File: config.mk
export PLATFORM = sky130hd
export DESIGN_NAME = rda_cfg_regs
export DESIGN_NICKNAME = d
export VERILOG_FILES = /design/src/hdl/rda_pkg.sv /design/src/hdl/rda_cfg_regs.sv
export SDC_FILE = /design/constraint.sdc
export NUM_CORES = 1
export LEC_CHECK = 0
export BUFFER_PORTS_ARGS = -buffer_cell sky130_fd_sc_hd__buf_2
export CAP_MARGIN = 10
export CELL_PAD_IN_SITES_DETAIL_PLACEMENT = 0
export CELL_PAD_IN_SITES_GLOBAL_PLACEMENT = 1
export CORE_MARGIN = 5
export CORE_UTILIZATION = 41
export DETAILED_ROUTE_END_ITERATION = 12
export HOLD_SLACK_MARGIN = 0.1
export PLACE_DENSITY = 0.9
export SLEW_MARGIN = 5
export SYNTH_ARGS = -nofsm -noshare
export SYNTH_HDL_FRONTEND = slang
export SYNTH_SLANG_ARGS = --single-unit
File: constraint.sdc
create_clock -name clk -period 0.9 [get_ports clk]
set_input_delay 0.225 -clock clk [delete_from_list [all_inputs] [get_ports clk]]
set_output_delay 0.225 -clock clk [all_outputs]
set_load 0.01 [all_outputs]
File: src/hdl/rda_pkg.sv
`timescale 1ns / 1ps
package rda_pkg;

	// Command format: Q.12, full deflection at 4096
	localparam int CMD_W      = 14;
	localparam int FULL_SCALE = 4096;

	// Arithmetic constants
	localparam int DT_FIX       = 409;
	localparam int GAIN_DIV     = 100;
	// five hundredths of (dr / dt) truncates the same as dr / (dt * 20)
	localparam int YAW_DIFF_DIV = DT_FIX * 20;
	localparam int INTEG_DIV    = 200000;

	// State and register widths
	localparam int INTEG_W    = 22;
	localparam int LIMIT_W    = 21;
	localparam int BIAS_W     = 14;
	localparam int SLEW_W     = 14;
	localparam int STEPS_W    = 8;
	localparam int GAIN_W     = 8;
	localparam int CFG_IDX_W  = 3;
	localparam int CFG_DATA_W = 21;

	// Largest integral quotient the limit register allows
	localparam int INTEG_QMAX = ((1 << LIMIT_W) - 1) / INTEG_DIV;

	localparam logic [STEPS_W-1:0] TICK_MAX = '1;

	// Register indexes
	typedef enum logic [CFG_IDX_W-1:0] {
		REG_ELEVATOR_BIAS,
		REG_ELEVATOR_SLEW_LIMIT,
		REG_INTEGRAL_LIMIT,
		REG_WARMUP_STEPS,
		REG_PITCH_RATE_GAIN,
		REG_PITCH_DIFF_GAIN,
		REG_ROLL_TO_RUDDER_GAIN,
		REG_YAW_TO_AILERON_GAIN
	} rda_reg_t;

	// Register file contents; signed members are raw two's complement bits
	typedef struct packed {
		logic [BIAS_W-1:0]  elevator_bias;
		logic [SLEW_W-1:0]  elevator_slew_limit;
		logic [LIMIT_W-1:0] integral_limit;
		logic [STEPS_W-1:0] warmup_steps;
		logic [GAIN_W-1:0]  pitch_rate_gain;
		logic [GAIN_W-1:0]  pitch_diff_gain;
		logic [GAIN_W-1:0]  roll_to_rudder_gain;
		logic [GAIN_W-1:0]  yaw_to_aileron_gain;
	} rda_cfg_t;

	localparam rda_cfg_t CFG_RESET = '{
		elevator_bias:       BIAS_W'(614),
		elevator_slew_limit: SLEW_W'(136),
		integral_limit:      LIMIT_W'(1288568),
		warmup_steps:        STEPS_W'(9),
		pitch_rate_gain:     GAIN_W'(14),
		pitch_diff_gain:     GAIN_W'(10),
		roll_to_rudder_gain: GAIN_W'(40),
		yaw_to_aileron_gain: GAIN_W'(-60)
	};

endpackage

File: src/hdl/rda_cfg_regs.sv
`timescale 1ns / 1ps
module rda_cfg_regs
	import rda_pkg::*;
(
	input  logic                  clk,
	input  logic                  arst_n,
	input  logic                  cfg_wr_en,
	input  logic [CFG_IDX_W-1:0]  cfg_index,
	input  logic [CFG_DATA_W-1:0] cfg_data,
	output rda_cfg_t              cfg
);

	rda_cfg_t cfg_q;

	// Write the addressed register, keep the low bits of the data
	always_ff @(posedge clk or negedge arst_n) begin
		if (!arst_n) begin
			cfg_q <= CFG_RESET;
		end else if (cfg_wr_en) begin
			case (cfg_index)
				REG_ELEVATOR_BIAS:       cfg_q.elevator_bias       <= cfg_data[BIAS_W-1:0];
				REG_ELEVATOR_SLEW_LIMIT: cfg_q.elevator_slew_limit <= cfg_data[SLEW_W-1:0];
				REG_INTEGRAL_LIMIT:      cfg_q.integral_limit      <= cfg_data[LIMIT_W-1:0];
				REG_WARMUP_STEPS:        cfg_q.warmup_steps        <= cfg_data[STEPS_W-1:0];
				REG_PITCH_RATE_GAIN:     cfg_q.pitch_rate_gain     <= cfg_data[GAIN_W-1:0];
				REG_PITCH_DIFF_GAIN:     cfg_q.pitch_diff_gain     <= cfg_data[GAIN_W-1:0];
				REG_ROLL_TO_RUDDER_GAIN: cfg_q.roll_to_rudder_gain <= cfg_data[GAIN_W-1:0];
				REG_YAW_TO_AILERON_GAIN: cfg_q.yaw_to_aileron_gain <= cfg_data[GAIN_W-1:0];
				default:                 cfg_q <= cfg_q;
			endcase
		end
	end

	assign cfg = cfg_q;

endmodule

==> flow_summary.yaml <==
place:
  place_worst_setup_slack_ps: -601
  post-dp-hpwl_um: 6140
  port_buffers: 115
  place.gp.congestion: 0.745
synthesis:
  yosysUniqueCellTypes: 14
  synth_nets: 223
  syn_area_mm2: 0.00347
  synthCells: 196
  ys_ff_latch: 89
  avgSynthCellArea_um2: 17.7
  synth.top_cell.area_share_pct: 42.5
  synth_warnings: 0
  ys_seq_area_share_pct: 65.2
  yosys.area.top_type: "dfrtp_1"
  synth.top_cells.by_area: "dfrtp_1, mux2_2, dfstp_2"
global_route:
  grt_pass1_wl_um: 14300
  grt_pass1_vias: 2592
  grt_antenna_before_repair: 0
  gr-total-overflow: 0
  grt_max_degree: 41
  globalRouteTotalUtil_pct: 18.5
timing:
  timing.slew.headroom_pct: 76.5
  finalSetupTns_ps: -26050
  tightest_slew_ps: 351
  fin_crit_sh_pct: 140
  hold_viol: 0
  max_clock_freq_mhz: 795
  finClkSkew_ps: 0
  period_needed_ps: 1260
  rsz0062_at_grt: "true"
  slew_violations: 0
  fin_ws_ps: -358
  final-setup-viol-count: 147
power:
  p_clk_share_pct: 21.3
  p_sw_share_pct: 29.1
  internal_power_w: 0.00895
  irDropWorstVdd_mv: 1.14
  pwr_density_cell_mw_per_mm2: 2290
  comb_power_share_pct: 33.4
  p_leak_nw: 2.65
  p_seq_share_pct: 45.3
  p_sw_w: 0.00368
floorplan:
  rows: 33
  start_util_pct: 42.3
  dieArea_mm2: 0.0104
  core_mm2: 0.00822
  ios: 116
  fp.dieW_um: 102
  fp.dieH_um: 102
clock_network:
  clock_path_buffers: 2
  clock_sinks: 89
  insertion_delay_ps: 340
  cts_tree: "done"
  path_clk_slew_ps: 110
  root_buffer: "clkbuf_8"
  numCtsBuffers: 9
  htree_levels: 3
worst_setup_path:
  path_class: "flip-flop to output pin"
  crit_buf_inv: 1
  crit_family: "flip-flops"
  worstPathRequired_ps: 670
  cp_slowest_cell: "dfstp_2"
  cp_max_fo: 2
  cp-end-kind: "output pin"
  worstPathArrival_ps: 1030
  cp-start-kind: "flip-flop"
  crit_chain: "buf_6"
  max_stage_delay_ps: 570
cells_and_area:
  largest_register_ffs: 89
  fin_nets: 407
  syn2layout_area_growth_pct: 59.1
  n_antenna_cell: 0
  layout-drive-gt1-share_pct: 81.6
  num-fill-cells: 556
  post-route-util_pct: 67.2
drt:
  wire_per_inst_um: 19.2
  ant_nets: 0
  dr.pass1.iters: 4
  drtIter0Drc: 43
  drc_errors: 0
  via_per_inst: 4.79
  finalWirelength_um: 9390
  dr_total_vias: 2348
run:
  cap_violations: 0
hold_path:
  hold_path_class: "input port to flip-flop"
status:
  violations: "setup timing"
  status: "finished, violations left"
[per-stage QoR]
step | power [W] | hold WS [ps] | instance area (µm²) | cells
floorplan | 0.00722 | -70.6 | 3660 | 196
global placement | 0.00851 | 212 | 4470 | 424
detailed placement | 0.00861 | 215 | 4470 | 424
CTS | 0.0124 | 115 | 5320 | 481
global route | 0.0133 | 115 | 5530 | 490
finish | 0.0126 | 132 | 5530 | 490
[synth_stat cells]
library cell and instances:
dfstp_2 30, nand4b_1 3, mux2_2 73, buf_8 1
buf_4 3, mux2_1 6, buf_2 4, buf_6 2
mux2_4 10, and4bb_2 1, nand4_1 1, nor4b_4 1
nor4bb_1 2, dfrtp_1 59
[path summary, 6_finish.rpt]
kind	from	endpoint	slack, ps	depth (start not counted)
worst max-delay path	cfg[64]$_DFFE_PN1P_	cfg[64]	-360	1
worst min-delay path	cfg_data[10]	cfg[50]$_DFFE_PN0P_	130	2
worst max register to register	cfg[65]$_DFFE_PN0P_	cfg[65]$_DFFE_PN0P_	-110	3
worst min register to register	cfg[18]$_DFFE_PN0P_	cfg[18]$_DFFE_PN0P_	500	1
max in group asynchronous	arst_n	cfg[56]$_DFFE_PN1P_	220	3
min in group asynchronous	arst_n	cfg[3]$_DFFE_PN0P_	390	3
[placed cells by master, fill, tap and decap left out, drive strengths merged]
cell and instances:
buf 175, mux2 89, dfrtp 59, dfstp 30
clkbuf 9, dlygate4sd3 8, inv 6, nand4b 3
nor4bb 2, and4bb 1, nand4 1, nor4b 1
clkinv 1
[power by group through the flow]
| stage | Sequential (W) | Combinational (W) | Clock (W) |
|---|---|---|---|
| 2_1_floorplan | 0.00604 | 0.00118 | 0 |
| 3_3_place_gp | 0.00561 | 0.00290 | 0 |
| 3_5_place_dp | 0.00564 | 0.00297 | 0 |
| 4_1_cts | 0.00565 | 0.00395 | 0.00276 |
| 5_1_grt | 0.00583 | 0.00449 | 0.00295 |
| 6_report | 0.00572 | 0.00422 | 0.00269 |
[timing repair]
item	in CTS	in global routing
endpoints found under the setup margin	146	145
gates resized for setup	62	26
pin swaps	3	4
setup buffers	32	22
cloned	1	0
hold endpoints to repair	96	0
hold buffers	8	0
[cell type report]
cell class | instances | area, µm² | area share [%]
clock buffers | 9 | 124 | 2.24
repair buffers | 183 | 1600 | 29.0
multi-input cells | 97 | 1340 | 24.2
clock inverters | 7 | 68.8 | 1.25
well taps | 105 | 131 | 2.38
flip-flops and latches | 89 | 2260 | 41.0
[layer usage]
| metal | global-route usage (%) | vias to the layer above | wire (µm) |
|---|---|---|---|
| li1 | - | 1069 | - |
| met1 | 23.7 | 1210 | 3950 |
| met2 | 31.3 | 63 | 4890 |
| met3 | 3.41 | 6 | 456 |
| met4 | 6.56 | 0 | 92 |
| met5 | 0 | - | 0 |
[cell families (layout without fill, tap and decap cells)]
kind of cell / Yosys count / count (layout) / share of synthesized area, %
buffers and inverters: 10 / 199 / 2.31
DFF: 89 / 89 / 65.2
muxes: 89 / 89 / 29.9
and+or+nand+nor: 8 / 8 / 2.56
No activity file was read; power rests on OpenSTA's default activity.
