**src/hdl/rda_cdiv.sv**
```systemverilog
`timescale 1ns / 1ps
// Signed divide by a constant, truncating toward zero.
// The magnitude is multiplied by a rounded-up reciprocal; with the shift one
// divisor-width beyond the input width the floor is exact for every input.
module rda_cdiv #(
	parameter int IN_W    = 26,
	parameter int OUT_W   = 20,
	parameter int DIVISOR = 100
) (
	input  logic signed [IN_W-1:0]  num,
	output logic signed [OUT_W-1:0] quo
);

	localparam int SHIFT  = IN_W + $clog2(DIVISOR);
	localparam int MAGIC_W = IN_W + 2;
	localparam int PROD_W = IN_W + MAGIC_W;
	localparam longint unsigned MAGIC =
		((64'd1 << SHIFT) + 64'(DIVISOR) - 64'd1) / 64'(DIVISOR);

	logic                       neg;
	logic [IN_W-1:0]            mag;
	logic [PROD_W-1:0]          prod;
	logic [PROD_W-SHIFT-1:0]    quo_mag;
	logic signed [OUT_W-1:0]    quo_pos;

	// Split off the sign
	assign neg = num[IN_W-1];
	assign mag = neg ? IN_W'(-num) : IN_W'(num);

	// Reciprocal multiply, keep the integer part
	assign prod    = PROD_W'(mag) * PROD_W'(MAGIC);
	assign quo_mag = prod[PROD_W-1:SHIFT];
	assign quo_pos = $signed(OUT_W'(quo_mag));

	// Restore the sign
	assign quo = neg ? -quo_pos : quo_pos;

endmodule

```
**config.mk**
```make
export PLATFORM = sky130hd
export DESIGN_NAME = rda_cdiv
export DESIGN_NICKNAME = d
export VERILOG_FILES = /design/src/hdl/rda_cdiv.sv
export SDC_FILE = /design/constraint.sdc
export NUM_CORES = 1
export LEC_CHECK = 0
export ABC_CLOCK_PERIOD_IN_PS = 13010
export BUFFER_PORTS_ARGS = -buffer_cell sky130_fd_sc_hd__buf_4
export CAP_MARGIN = 20
export CORE_MARGIN = 5
export CORE_UTILIZATION = 48
export DETAILED_ROUTE_END_ITERATION = 7
export GPL_TIMING_DRIVEN = 0
export PLACE_DENSITY = 0.64
export SLEW_MARGIN = 10
export SYNTH_ARGS = -nofsm -noshare
export SYNTH_HDL_FRONTEND = slang
export SYNTH_SLANG_ARGS = --single-unit
```
**constraint.sdc**
```tcl
create_clock -name vclk -period 13.01
set_input_delay 1.9515 -clock vclk [all_inputs]
set_output_delay 1.9515 -clock vclk [all_outputs]
set_load 0.01 [all_outputs]
```
==> metrics.cfg, run 1 <==
[critical_path]
required_ns = 11.06
path_depth = 35
crit_family = adder cells
crit_path_start_kind = input pin
cp_max_fo = 6
slowest_delay_ns = 0.55
crit_buf_inv = 11
cpMaxStageDelayCell = fa_1
arrival_ns = 10.82
setup.worst_path.end_class = output port
cpMostUsedCell = inv_1
crit_type = in -> out

[yosys]
synth_top_area_cell = fa_1
synthCells = 1458
synth_area_per_cell_sq_um = 8.882
synth_area_leaders = fa_1 34%, ha_1 28%, inv_1 13%, xnor2_1 3.8%, xor2_1 2.0%
synth_cell_types = 68
ys_seq_area_frac = 0
synth_simple_gate_area_share = 0.07923
synth-xor-area-share = 0.06203
muxShareOfSynthArea = 0.001546
synth_warnings = 0
synth_area_sq_um = 12950
synth_compound_area_frac = 0.09990
synth-adder-area-share = 0.6216
synthesis.nets = 1993
synth_top_area_frac = 0.3401
synth_top_family_by_area = adder cells

[timing]
slew_violations = 0
hold_viol = 0
max_freq_ghz = 0.07828
final-setup-viol-count = 0
min_period_over_period = 0.9820
rsz0062_at_grt = true
min_period_ns = 12.78
maxSlewHeadroom = 0.4011
tightest_slew_ns = 0.8890

[cells_and_area]
multi_input_area_sq_um = 11770
nFillCells = 2516
final_cells = 1892
drive_above_1_share = 0.1380
area_growth_pct = 13.58
n_clock_buffer = 0
fin_nets = 2088
area.sequential_sq_um = 0
seq_cells = 0
diodes = 0

[routing]
via_count = 10080
drtPass1Iterations = 6
drt-total-wl_um = 36830
wl_per_cell_um = 19.47
drt-vias-per-instance = 5.330
drc = 0
drtIter0Drc = 452
detail-route-antenna-nets = 0

[placed_design]
finalWeightedCongestion = 0.9547
placedCellCount = 1849
hpwl_um = 32620
numPortBuffers = 45

[global_route]
antenna_found_initial = 0
grt_overflow = 0
grt_max_degree = 13
grt_pass1_wl_um = 57760
gr-usage-all-layers = 0.2428
grt_pass1_vias = 10510

[worst_hold_path]
hp-start = num[25]
hold_depth = 6
hp-class = in -> out
hold_end = quo[2]

[die]
die_h_um = 174.3
die_w_um = 174.3
io_pins = 46
coreArea_sq_um = 26730
start_util = 0.4846
die-area_sq_um = 30360
num_rows = 60

[outcome]
status = finished, final reports clean

[cts]
ctsHoldBuffers = 0

[run]
maxCapViolations = 0

-- area by class of cell --
cell class                 count  share of cell area
buffer                        10            0.003998
inverter                     451              0.1153
timing repair buffer          99             0.05138
multi-input combinational    991              0.8003
tap                          341             0.02901
-- cell usage after synthesis (11+ instances only) --
library cell and instances:
a21o_1 16, a21oi_1 47, clkbuf_1 11, fa_1 220, ha_1 289, inv_1 451
nand2_1 56, nand3_1 16, nand4_1 14, nor2_1 33, nor3_1 15, o21ai_0 44
o31ai_1 14, or2_2 11, xnor2_1 56, xor2_1 30
-- cells by family after synthesis --
kind of cell	Yosys count
adders and majority gates	512
buffers and inverters	467
and+or+nand+nor	199
AOI/OAI and AO/OA	190
xor gates and xnor gates	88
muxes	2
-- worst max path at each step --
stage	startpoint	end	slack [ns]
2_1_floorplan	num[2]	quo[19]	0.57
3_3_place_gp	num[25]	quo[19]	-1.91
3_5_place_dp	num[2]	quo[19]	-1.64
4_1_cts	num[13]	quo[19]	0.008
5_1_grt	num[2]	quo[19]	-0.09
6_report	num[2]	quo[19]	0.23
-- layout by cell type, fill, tap and decap left out, types with 4 or more instances in the layout --
master    count
inv_1       444
ha_1        278
fa_1        217
buf_4        94
nand2_1      56
xnor2_1      47
a21oi_1      41
o21ai_0      35
nor2_1       33
xor2_1       16
a21o_1       16
nand4_1      14
nand3_1      13
nor3_1       11
or2_2        11
o31ai_1      10
xnor2_2       9
xor2_2        9
o21ai_1       9
and3_1        8
nand2b_1      8
a31oi_1       7
a21oi_2       7
ha_2          7
xor2_4        6
o211ai_1      6
inv_2         6
buf_6         5
and2_1        5
and4_1        4
o21a_1        4
or4_1         4
ha_4          4
-- through the flow --
stage	utilization	hold slack, ns	cell area (sq um)	TNS [ns]	worst slack (ns)
after floorplan	-	4.616	12950	0	0.5734
after global placement	0.5132	5.098	13710	-24.49	-1.907
after detailed placement	0.5150	5.114	13760	-19.11	-1.642
after CTS	0.5299	5.095	14160	0	0.007752
after global routing	0.5504	5.076	14710	-0.5278	-0.08731
final	0.5504	5.040	14710	0	0.2346
-- routing by layer --
| metal | share of wire | global-route usage | vias to the layer above |
|---|---|---|---|
| met5 | 0 | 0 | - |
| met3 | 0.046 | 0.03523 | 58 |
| li1 | - | - | 4809 |
| met1 | 0.43 | 0.3201 | 5001 |
| met4 | 0.047 | 0.09370 | 0 |
| met2 | 0.48 | 0.4046 | 216 |
-- repair_timing --
action                                 in CTS  in global routing
endpoints found under the hold margin       0                  0
resized for setup                          39                 91
buffers inserted                           25                 24
pin swaps                                  12                 29
setup endpoints to repair                  19                 15
Power of run 1 is not shown: default switching activity piles up to over one toggle a cycle in this logic, so the estimate is an artifact.
==> inputs of run 2 (changes only) <==
PLACE_DENSITY = not set   (was 0.64)
PLACE_DENSITY_LB_ADDON = 0.15   (was not set)
==> run 2 against run 1 <==
Effect of this change:
- routed wire length down 0.53%
- setup slack better by 0.020 ns
- global-route usage about the same
- utilization up 0.78 points
- via count up 0.58%
- fmax up 0.16%
- cell count up 0.79%
- critical path depth down 1
- critical path type unchanged
- critical endpoint unchanged
==> metrics.cfg, run 2 (same netlist as run 1, synthesis figures left out) <==
[global_route]
grt_overflow = 0  ; unchanged
antenna_found_initial = 0  ; unchanged
gr-usage-all-layers = 0.2432  ; +0.0004516
grt_pass1_wl_um = 58190  ; +0.75%
grt_max_degree = 13  ; unchanged
grt_pass1_vias = 10660  ; +1.4%

[timing]
setup_ws_ns = 0.2548  ; +0.02024 ns
slew_violations = 0  ; unchanged
min_period_ns = 12.76  ; -0.02024 ns
final-setup-viol-count = 0  ; unchanged
hold_viol = 0  ; unchanged
tightest_slew_ns = 1.053  ; +0.1638 ns
maxSlewHeadroom = 0.2907  ; -0.1104
min_period_over_period = 0.9804  ; -0.001556
max_freq_ghz = 0.07840  ; +0.16%

[placed_design]
finalWeightedCongestion = 0.9521  ; -0.27%
numPortBuffers = 45  ; unchanged
preCtsSetupSlack_ns = -1.635  ; +0.007700 ns
hpwl_um = 32320  ; -0.91%

[run]
maxCapViolations = 0  ; unchanged

[cells_and_area]
area.sequential_sq_um = 0  ; unchanged
diodes = 0  ; unchanged
final_common_cell = inv_1
nFillCells = 2477  ; -1.6%
drive_above_1_share = 0.1488  ; +0.01081
area_growth_pct = 15.20
seq_cells = 0  ; unchanged
fin_nets = 2103  ; +0.72%
n_clock_buffer = 0  ; unchanged
mostFrequentLayoutCells = 444 x inv_1, 276 x ha_1, 217 x fa_1

[die]
io_pins = 46  ; unchanged
die-area_sq_um = 30360  ; unchanged
die_h_um = 174.3  ; unchanged
die_w_um = 174.3  ; unchanged
coreArea_sq_um = 26730  ; unchanged
start_util = 0.4846  ; unchanged
num_rows = 60  ; unchanged

[critical_path]
crit_path_start = num[2]
cpMaxStageDelayCell = fa_1
setup.worst_path.end_class = output port
cp_max_fo = 8  ; +2
crit_type = in -> out
crit_path_start_kind = input pin
required_ns = 11.06  ; about the same
slowest_delay_ns = 0.56  ; about the same
arrival_ns = 10.80  ; -0.02 ns

[routing]
detail-route-antenna-nets = 0  ; unchanged
via_count = 10140  ; +0.58%
drtPass1Iterations = 7  ; +1
wl_per_cell_um = 19.21  ; -1.3%
drt-vias-per-instance = 5.318  ; -0.22%
drt-total-wl_um = 36640  ; -0.53%
drtIter0Drc = 407  ; -10%
drc = 0  ; unchanged

[cts]
ctsHoldBuffers = 0  ; unchanged

[worst_hold_path]
hp-class = in -> out
hp-start = num[25]

[outcome]
status = finished, final reports clean

run 2: cell types whose count changed in the layout (fill, tap and decap cells not counted), sizes merged:
cell / delta
buf: +14
clkbuf: +1
run 2: layout make-up:
cell class	instances	area [sq um]	share of cell area
inverters	451	1697	0.1137
multi-input cells	991	11850	0.7946
well taps	341	426.7	0.02860
repair buffers	112	873.3	0.05854
plain buffers	12	67.56	0.004529
run 2: metrics by stage:
step / cells / hold WS, ns / setup TNS [ns] / cell area, sq um / util
detailed placement: 1849 / 5.093 / -18.78 / 13780 / 0.5154
global route: 1907 / 5.027 / -0.2333 / 14920 / 0.5582
CTS: 1876 / 5.106 / 0 / 14190 / 0.5311
finish: 1907 / 4.977 / 0 / 14920 / 0.5582
global placement: 1844 / 5.086 / -27.90 / 13710 / 0.5132
floorplan: 1458 / 4.616 / 0 / 12950 / -
run 2: metal layers:
metal | global-route usage | up-vias | share of wire
met4 | 0.06104 | 0 | 0.034
met5 | 0 | - | 0
met1 | 0.3326 | 5055 | 0.44
met3 | 0.02197 | 47 | 0.039
li1 | - | 4831 | -
met2 | 0.4174 | 209 | 0.49
run 2: critical path: cells and delay by family:
| kind | cells | cell delay, ns |
|---|---|---|
| adders and majority gates | 8 | 3.81 |
| and+or+nand+nor | 7 | 1.77 |
| buffers and inverters | 12 | 1.45 |
| AOI/OAI and AO/OA | 4 | 1.09 |
| xor gates and xnor gates | 3 | 0.71 |
run 2: worst paths after layout:
check | end | slack (ns) | cells past startpoint
worst max-delay path | quo[19] | 0.25 | 34
worst min-delay path | quo[2] | 4.98 | 6
run 2: what timing repair did:
item | in CTS | in global routing
resized for setup | 36 | 106
pin swaps | 14 | 41
endpoints found under the setup margin | 19 | 15
setup buffers | 29 | 33
Power of run 2 is left out for the same reason.
==> inputs of run 3 (changes only) <==
--- a/config.mk
+++ b/config.mk
@@ -6,4 +6,5 @@
 export NUM_CORES = 1
 export LEC_CHECK = 0
+export ABC_AREA = 1
 export ABC_CLOCK_PERIOD_IN_PS = 13010
 export BUFFER_PORTS_ARGS = -buffer_cell sky130_fd_sc_hd__buf_4
==> constraint.sdc (replaced) <==
create_clock -name vclk -period 13.01
set_input_delay 1.301 -clock vclk [all_inputs]
set_output_delay 1.301 -clock vclk [all_outputs]
set_load 0.01 [all_outputs]
==> run 3 against run 2 <==
Effect of this change:
- setup slack better by 0.98 ns
- die area up 9.5%
- worst hold slack lost 1.3 ns
- critical path depth increased by 7
- largest cell class unchanged
- routed wire length rose by 14%
==> metrics.cfg, run 3 <==
[worst_hold_path]
hp-start = num[25]
hold_depth = 6  ; unchanged
hold_end = quo[13]
hp-class = in -> out

[placed_design]
placedCellCount = 2323  ; +26%
numPortBuffers = 45  ; unchanged
hpwl_um = 38570  ; +19%
finalWeightedCongestion = 0.9747  ; +2.4%

[cells_and_area]
mostFrequentLayoutCells = 574 x inv_1, 314 x nand2_1, 289 x ha_1
area.sequential_sq_um = 0  ; unchanged
diodes = 0  ; unchanged
drive_above_1_share = 0.07235  ; -0.07644
n_clock_buffer = 0  ; unchanged
fin_nets = 2472  ; +18%
final_cells = 2325  ; +22%
seq_cells = 0  ; unchanged
nFillCells = 2953  ; +19%
area_growth_pct = 6.056
fin_util = 0.5129  ; -0.04533
final_common_cell = inv_1

[yosys]
synth_area_leaders = fa_1 31%, ha_1 25%, inv_1 15%, nand2_1 8.3%, xor2_1 2.9%
synth_area_sq_um = 14260  ; +10%
synthesis.nets = 2420  ; +21%
synth_warnings = 0  ; unchanged
synth_cell_types = 41  ; -40%
netlist_top_cells_count = 574 x inv_1, 314 x nand2_1, 289 x ha_1
synthCells = 1885  ; +29%
synth_top_area_frac = 0.3089  ; -0.03116
yosysMostFrequentCell = inv_1
synth_area_per_cell_sq_um = 7.563  ; -15%
synth_top_area_cell = fa_1
ys_seq_area_frac = 0  ; unchanged

[routing]
drt-total-wl_um = 41850  ; +14%
drtIter0Drc = 620  ; +52%
drtPass1Iterations = 5  ; -2
detail-route-antenna-nets = 0  ; unchanged
wl_per_cell_um = 18.00  ; -6.3%
drc = 0  ; unchanged
via_count = 11640  ; +15%
drt-vias-per-instance = 5.005  ; -5.9%

[timing]
slew_violations = 0  ; unchanged
rsz0062_at_grt = false
min_period_ns = 11.77  ; -0.9804 ns
max_freq_ghz = 0.08493  ; +8.3%
tns_ns = 0  ; unchanged
hold_viol = 0  ; unchanged
final-setup-viol-count = 0  ; unchanged
min_period_over_period = 0.9051  ; -0.07536
maxSlewHeadroom = 0.2123  ; -0.07836
tightest_slew_ns = 1.177  ; +0.1247 ns

[outcome]
status = finished, final reports clean

[critical_path]
cpMostUsedCell = inv_1
cp_max_fo = 9  ; +1
crit_path_start = num[0]
cpMaxStageDelayCell = xor2_1
crit_path_start_kind = input pin
crit_family = adder cells
crit_type = in -> out
slowest_delay_ns = 0.87  ; +0.31 ns
crit_buf_inv = 12  ; unchanged
setup.worst_path.end_class = output port
arrival_ns = 10.47  ; -0.33 ns
required_ns = 11.71  ; +0.65 ns

[cts]
post_cts_buffers = 0  ; -100%
cts-resized-gates = 0  ; -100%
ctsHoldBuffers = 0  ; unchanged

[die]
start_util = 0.4836  ; -0.0009753
num_rows = 63  ; +5.0%
die_w_um = 182.3  ; +4.6%
coreArea_sq_um = 29480  ; +10%
io_pins = 46  ; unchanged
die-area_sq_um = 33250  ; +9.5%
die_h_um = 182.3  ; +4.6%

[run]
maxCapViolations = 0  ; unchanged

[global_route]
grt_pass1_wl_um = 66670  ; +15%
grt_overflow = 0  ; unchanged
antenna_found_initial = 0  ; unchanged
grt_max_degree = 12  ; -1
gr-usage-all-layers = 0.2560  ; +0.01276
grt_pass1_vias = 11990  ; +12%

-- run 3: cell count changes in the layout (fill, tap and decap cells not counted), moves of 16 or more --
cell	delta
inv_1	+130
nand3_1	+41
buf_4	-55
nand2_2	+24
nand2_1	+258
xnor2_1	-34
xor2_1	+31
nor2_2	+16
nor2_1	+74
a21oi_1	+28
-- run 3: cells by family after synthesis --
| group | count (synthesis) | share of synthesized area |
|---|---|---|
| adders and majority gates | 509 | 0.5626 |
| and+or+nand+nor | 590 | 0.1860 |
| xor gates and xnor gates | 68 | 0.04625 |
| buffers and inverters | 589 | 0.1558 |
| AOI/OAI and AO/OA | 129 | 0.04941 |
-- run 3: worst max path at each step --
stage | to | depth (start not counted)
after floorplan | quo[10] | 38
after global placement | quo[18] | 40
after detailed placement | quo[13] | 33
after CTS | quo[14] | 33
after global routing | quo[10] | 41
final | quo[10] | 41
-- run 3: routing by layer --
layer / track usage / wire (um) / share of wire / up-vias
met4: 0.05734 / 1272 / 0.030 / 0
li1: - / - / - / 5761
met3: 0.01834 / 1839 / 0.044 / 55
met2: 0.4491 / 20210 / 0.48 / 261
met5: 0 / 0 / 0 / -
met1: 0.3477 / 18530 / 0.44 / 5559
-- run 3: metrics by stage --
stage                     worst slack, ns  area [sq um]  hold WS (ns)
after floorplan                     2.980         14260         2.995
after global placement              1.052         15080         3.664
after detailed placement            1.044         15100         3.664
after CTS                           1.010         15100         3.671
after global routing               0.6376         15120         3.765
final                               1.235         15120         3.670
-- run 3: tightest hold or removal path, delay by kind of cell --
kind                   cells  cell delay, ns
buffers and inverters      4            0.80
and+or+nand+nor            2            0.26
-- run 3: final cells by class --
class | instances | area, sq um | area share
Buffer | 7 | 36.28 | 0.002400
Tap cell | 390 | 488.0 | 0.03227
Timing Repair Buffer | 50 | 375.4 | 0.02483
Multi-Input combinational cell | 1296 | 12040 | 0.7960
Inverter | 582 | 2185 | 0.1445
Power of run 3 is left out for the same reason.
